[config.mk]
export PLATFORM = sky130hd
export DESIGN_NAME = scfq_ctrl
export DESIGN_NICKNAME = d
export VERILOG_FILES = /design/src/design/scfq_pkg.sv /design/src/design/scfq_ctrl.sv
export SDC_FILE = /design/constraint.sdc
export NUM_CORES = 1
export LEC_CHECK = 0
export BUFFER_PORTS_ARGS = -buffer_cell sky130_fd_sc_hd__clkbuf_2
export CAP_MARGIN = 20
export CELL_PAD_IN_SITES_DETAIL_PLACEMENT = 1
export CELL_PAD_IN_SITES_GLOBAL_PLACEMENT = 2
export CORE_UTILIZATION = 20
export DETAILED_ROUTE_END_ITERATION = 6
export GPL_ROUTABILITY_DRIVEN = 0
export PLACE_DENSITY_LB_ADDON = 0.1
export SLEW_MARGIN = 20
export SYNTH_ARGS = -nofsm -noshare
export SYNTH_HDL_FRONTEND = slang
export SYNTH_SLANG_ARGS = --single-unit
[constraint.sdc]
create_clock -name clk_i -period 1.4 [get_ports clk_i]
set_clock_uncertainty 0.15 [all_clocks]
set_input_delay 0.14 -clock clk_i [delete_from_list [all_inputs] [get_ports clk_i]]
set_output_delay 0.14 -clock clk_i [all_outputs]
set_load 0.02 [all_outputs]
[src/design/scfq_pkg.sv]
package scfq_pkg;

  // sizing
  localparam int NUM_QUEUES  = 4;
  localparam int QUEUE_DEPTH = 64;
  localparam int COST_REGS   = 4;

  localparam int QIW   = $clog2(NUM_QUEUES);
  localparam int NW    = $clog2(NUM_QUEUES + 1);
  localparam int PW    = $clog2(QUEUE_DEPTH);
  localparam int CW    = $clog2(QUEUE_DEPTH + 1);
  localparam int AW    = $clog2(NUM_QUEUES * QUEUE_DEPTH);
  localparam int TAG_W = 48;

  localparam logic [TAG_W-1:0] TAG_MAX = '1;

  // register indexes on the configuration port
  localparam logic [2:0] REG_QUEUES_IN_USE = 3'd0;
  localparam logic [2:0] REG_L2_OVERHEAD   = 3'd1;
  localparam logic [2:0] REG_COST_Q0       = 3'd2;

  // command codes of an input item
  typedef enum logic [1:0] {
    CMD_ENQUEUE = 2'd0,
    CMD_DEQUEUE = 2'd1,
    CMD_FLUSH   = 2'd2
  } cmd_e;

  // controller to datapath
  typedef struct packed {
    logic in_ready;
    logic enq_calc;
    logic enq_commit;
    logic scan_rd;
    logic scan_cmp;
    logic deq_commit;
    logic misc_commit;
  } ctrl_cmd_t;

  // datapath to controller
  typedef struct packed {
    logic       in_valid;
    logic [1:0] in_cmd;
    logic       out_free;
    logic       scan_last;
  } ctrl_stat_t;

  // flat tag memory address of a queue slot
  function automatic logic [AW-1:0] tag_addr(logic [QIW-1:0] q, logic [PW-1:0] slot);
    return AW'(int'(q) * QUEUE_DEPTH + int'(slot));
  endfunction

endpackage

[src/design/scfq_ctrl.sv]
module scfq_ctrl (
  input  logic                   clk_i,
  input  logic                   rst_ni,
  input  scfq_pkg::ctrl_stat_t   stat_i,
  output scfq_pkg::ctrl_cmd_t    cmd_o
);

  typedef enum logic [2:0] {
    ST_IDLE,
    ST_ENQ_MUL,
    ST_ENQ_FIN,
    ST_DEQ_SCAN,
    ST_DEQ_CMP,
    ST_DEQ_FIN,
    ST_MISC_FIN
  } state_e;

  state_e state_q, state_d;

  // next state and datapath commands
  always_comb begin
    state_d = state_q;
    cmd_o   = '0;
    unique case (state_q)
      ST_IDLE: begin
        cmd_o.in_ready = 1'b1;
        if (stat_i.in_valid) begin
          unique case (stat_i.in_cmd)
            scfq_pkg::CMD_ENQUEUE: state_d = ST_ENQ_MUL;
            scfq_pkg::CMD_DEQUEUE: state_d = ST_DEQ_SCAN;
            default:               state_d = ST_MISC_FIN;
          endcase
        end
      end
      ST_ENQ_MUL: begin
        cmd_o.enq_calc = 1'b1;
        state_d        = ST_ENQ_FIN;
      end
      ST_ENQ_FIN: begin
        if (stat_i.out_free) begin
          cmd_o.enq_commit = 1'b1;
          state_d          = ST_IDLE;
        end
      end
      ST_DEQ_SCAN: begin
        cmd_o.scan_rd  = 1'b1;
        cmd_o.scan_cmp = 1'b1;
        if (stat_i.scan_last) state_d = ST_DEQ_CMP;
      end
      ST_DEQ_CMP: begin
        cmd_o.scan_cmp = 1'b1;
        state_d        = ST_DEQ_FIN;
      end
      ST_DEQ_FIN: begin
        if (stat_i.out_free) begin
          cmd_o.deq_commit = 1'b1;
          state_d          = ST_IDLE;
        end
      end
      ST_MISC_FIN: begin
        if (stat_i.out_free) begin
          cmd_o.misc_commit = 1'b1;
          state_d           = ST_IDLE;
        end
      end
      default: state_d = ST_IDLE;
    endcase
  end

  // state register
  always_ff @(posedge clk_i or negedge rst_ni) begin
    if (!rst_ni) begin
      state_q <= ST_IDLE;
    end else begin
      state_q <= state_d;
    end
  end

`ifndef SYNTHESIS
  // a result is only committed when the output register can take it
  a_commit_needs_room: assert property (@(posedge clk_i) disable iff (!rst_ni)
    (cmd_o.enq_commit || cmd_o.deq_commit || cmd_o.misc_commit) |-> stat_i.out_free)
    else $error("commit while output register is occupied");
`endif

endmodule

# Word level (Yosys, flattened, before mapping)
# Index checks and enable logic that the tools add are counted.
# word_totals
reg_bits	3
latch_bits	0
ram_bits	0
romBits	0
in_bits	7
wordCells	29
mem_count	0
# op_classes
add_sub_neg	0
mul	0
div_mod_pow	0
magnitude_cmp	0
n_eq_ne	10
shift	0
mux	13
bitwise	0
reduce_logical	5
# op_table
op	count
one-hot mux 3 bit (5 select lines)	1
== test 3 bit (second input constant)	3
2-to-1 mux 3 bit	3
2-to-1 mux 1 bit	8
== test 3 x 2 -> 1 bit (second input constant)	2
one-hot mux 3 bit (2 select lines)	1
inequality test 2 bit (second input constant)	2
== test 3 x 1 -> 1 bit (second input constant)	1
zero test 3 bit	1
AND reduction 3 bit	1
OR reduction 3 bit	1
== test 2 x 1 -> 1 bit (second input constant)	1
zero test 2 bit	1
inequality test 2 x 1 -> 1 bit (second input constant)	1
OR reduction 2 bit	1

# Depth between registers and ports, before layout
# logic_depth
ltp_word	4
depth_mapped	5

# Worst setup path before layout
# OpenSTA, ideal clock, no wires.
# synth_path
path_type	reg2out
startpoint	reg state_q[0]
endpoint	out cmd_o[4] (netlist name)
arrival_time_ns	1.248
path_slack_ns	-0.138
stages_incl_launch_ff	3
n_path_buf	1
cell_sequence	dfrtp_1 buf_4 nor4bb_1
# synth_lines
element	line_no	text
start: declaration	scfq_ctrl.sv:18	state_e state_q, state_d;
start signal: assignment	scfq_ctrl.sv:75	state_q <= state_d;
end: declaration	scfq_ctrl.sv:5	output scfq_pkg::ctrl_cmd_t cmd_o

==> results.yml <==
outcome:
  outcome: "finished with violations"
  violations: "negative setup slack"
global_routing:
  grt_antenna_before_repair: 0
  gr-total-overflow: 0
  grt_use_total: 0.159
  grt_start_max_net_pins: 8
  grt_pass1_wl_microns: 1590
  grt_pass1_vias: 343
worst_setup_path:
  arrival_ns: 1.30
  start_kind: "flip-flop"
  path_max_fanout: 7
  rr_startpoint: "state_q[0]$_DFFE_PN0P_"
  path_cells: "buf_6, and3_4, a21o_1, clkbuf_8"
  crit_type: "flip-flop to primary output"
  crit_start: "state_q[0]$_DFFE_PN0P_"
  worstPathRequired_ns: 1.11
  cp_slowest_cell: "dfrtp_2"
  slowest_delay_ns: 0.43
  cp-end-kind: "primary output"
cells_and_area:
  stdcell_area_sq_um: 619
  areaGrowthSynthToFinish_pct: 112
  regArea_sq_um: 78.8
  final_cells: 79
  top_register: "state_q"
  largest_reg_flops: 3
  multi_input_area_sq_um: 241
  largest_registers: "state_q x3"
  diodes: 0
  nFillCells: 158
  drive_gt1_frac: 0.766
  finalCoreUtilization: 0.464
  layout.nets: 72
timing:
  fmaxAchievable_mhz: 628
  finalCriticalPeriod_ns: 1.59
  drv_slew: 0
  setup_viol: 10
  rsz0062_at_grt: "yes"
  finalHoldViolCount: 0
  setup_ws_ns: -0.192
  relSlewSlack: 0.826
  period_share: 1.14
  tightest_slew_ns: 0.259
routing:
  drc: 0
  routed_wl_microns: 1060
  firstDrtPassIters: 1
  wl_per_cell_microns: 13.4
  drtIter0Drc: 0
  viasPerCell: 4.48
  drtAntennaViolNets: 0
  vias: 354
yosys:
  syn_nets: 39
  synth.most_common_cell: "nor2_1"
  synthTopCellsByCount: "4 x nor2_1, 3 x dfrtp_1, 3 x nor3_1"
  synthFlopType: "dfrtp_1"
  ys_seq_elements: 3
  synthArstFlopShare: 1.00
  ys_seq_area_frac: 0.256
  yosysWarnings: 0
  synth-edff-count: 0
  synth_area_sq_um: 293
  synth_area_leaders: "dfrtp_1 26%, buf_6 7.7%, mux2_1 7.7%, nor4_4 7.3%, nor3_2 6.8%"
  synth_area_leader_cell: "dfrtp_1"
  synth_cell_type_count: 19
  syn_inst: 32
  yosys.area.top_type_share: 0.256
  synth.avg_cell_area_sq_um: 9.15
clock_network:
  insertion_delay_ns: 0.24
  clkSinkCount: 3
  cts_made_buffers: 3
  clk_path_buf_depth: 2
  root_buffer: "clkbuf_4"
  clk_pin_slew_ns: 0.04
  cts_tree: "built"
  cts_max_level: 1
power_and_ir_drop:
  powerDensity_nw_per_um2: 2430
  p_clk_frac: 0.104
  p_seq_frac: 0.130
  peakVddDrop_mv: 1.10
  combPwrFrac: 0.766
  p_leak_nw: 0.297
  p_sw_frac: 0.410
  switchingPower_mw: 0.617
  p_int_mw: 0.889
die:
  core_sq_um: 1330
  die_area_sq_um: 1620
  io_pins: 14
  fp.dieW_microns: 40.3
  initial_utilization: 0.220
  fp.dieH_microns: 40.3
  std_cell_rows: 13
job:
  cap_violations: 0
placed_design:
  dp_slack_ns: -0.184
  port_buffers: 13
  dp_cells: 66
  place_area_sq_um: 427
  hpwl_microns: 706
min_path:
  hp-class: "primary input to async pin"
==> logic make-up (layout without fill, tap and decap cells) <==
family,count (synthesis),in the layout,synth area share
compound gates,5,5,0.124
simple gates,17,17,0.393
mux,2,2,0.0769
flops,3,3,0.256
fa+ha+maj,1,1,0.0342
buf+inv,4,36,0.115
==> worst paths after layout <==
| kind | cells after the start | slack [ns] | to |
|---|---|---|---|
| setup / recovery | 4 | -0.19 | cmd_o[2] |
| setup reg to reg | 5 | -0.18 | state_q[0]$_DFFE_PN0P_ |
| max in group asynchronous | 2 | 0.86 | state_q[2]$_DFFE_PN0P_ |
| hold reg to reg | 2 | 0.56 | state_q[0]$_DFFE_PN0P_ |
| hold / removal | 2 | 0.09 | state_q[0]$_DFFE_PN0P_ |
| min in group clk_i | 3 | 0.10 | state_q[2]$_DFFE_PN0P_ |
==> cell usage in the layout, fill, tap and decap left out <==
master         count
a21boi_0           1
a21o_1             2
a21oi_2            1
and3_4             1
buf_2              1
buf_4             16
buf_6              5
buf_8              1
clkbuf_1           1
clkbuf_2           6
clkbuf_4           3
clkbuf_8           1
dfrtp_2            3
dlygate4sd3_1      1
inv_2              1
maj3_1             1
mux2_1             1
mux2_4             1
nand2_1            1
nand2_2            1
nand2b_1           1
nand2b_4           1
nand3b_1           1
nor2_1             2
nor2_2             1
nor2_4             1
nor3_1             3
nor3_4             2
nor4_4             1
nor4bb_2           1
o2bb2ai_2          1
==> layout make-up <==
cell class,count,area share
Clock buffer,4,0.0424
Sequential cell,3,0.127
Multi-Input combinational cell,25,0.390
Tap cell,15,0.0303
Inverter,1,0.00606
Timing Repair Buffer,31,0.404
==> routing by layer <==
metal / routed length, microns / global-route usage
met5: 0 / 0
met1: 475 / 0.185
met3: 28 / 0.0667
met4: 0 / 0.0750
met2: 555 / 0.250
==> power groups by stage <==
stage	registers (mW)	clock network [mW]	logic (mW)
after floorplan	0.156	0	0.543
after global placement	0.199	0	0.717
after detailed placement	0.208	0	0.733
after CTS	0.191	0.158	1.02
after global routing	0.203	0.174	1.24
final	0.196	0.157	1.15
==> critical path: cells and delay by family (launching register included) <==
kind | cells | cell delay, ns
compound gates | 1 | 0.16
buf+inv | 2 | 0.30
simple gates | 1 | 0.18
flops | 1 | 0.43
==> what timing repair did <==
item                                    4_1_cts  5_1_grt
endpoints found under the setup margin       10       10
pin swaps                                     4        2
endpoints found under the hold margin         3        0
gates resized for setup                      19       12
setup buffers                                 5        5
hold buffers                                  1        0
==> stage by stage <==
stage	setup TNS, ns	power, mW	hold slack, ns
2_1_floorplan	-0.102	0.698	-0.306
3_3_place_gp	-0.435	0.916	-0.204
3_5_place_dp	-0.667	0.941	-0.205
4_1_cts	-1.29	1.37	0.0810
5_1_grt	-1.75	1.61	0.107
6_report	-1.16	1.51	0.0944
(Power assumes the default switching activity.)
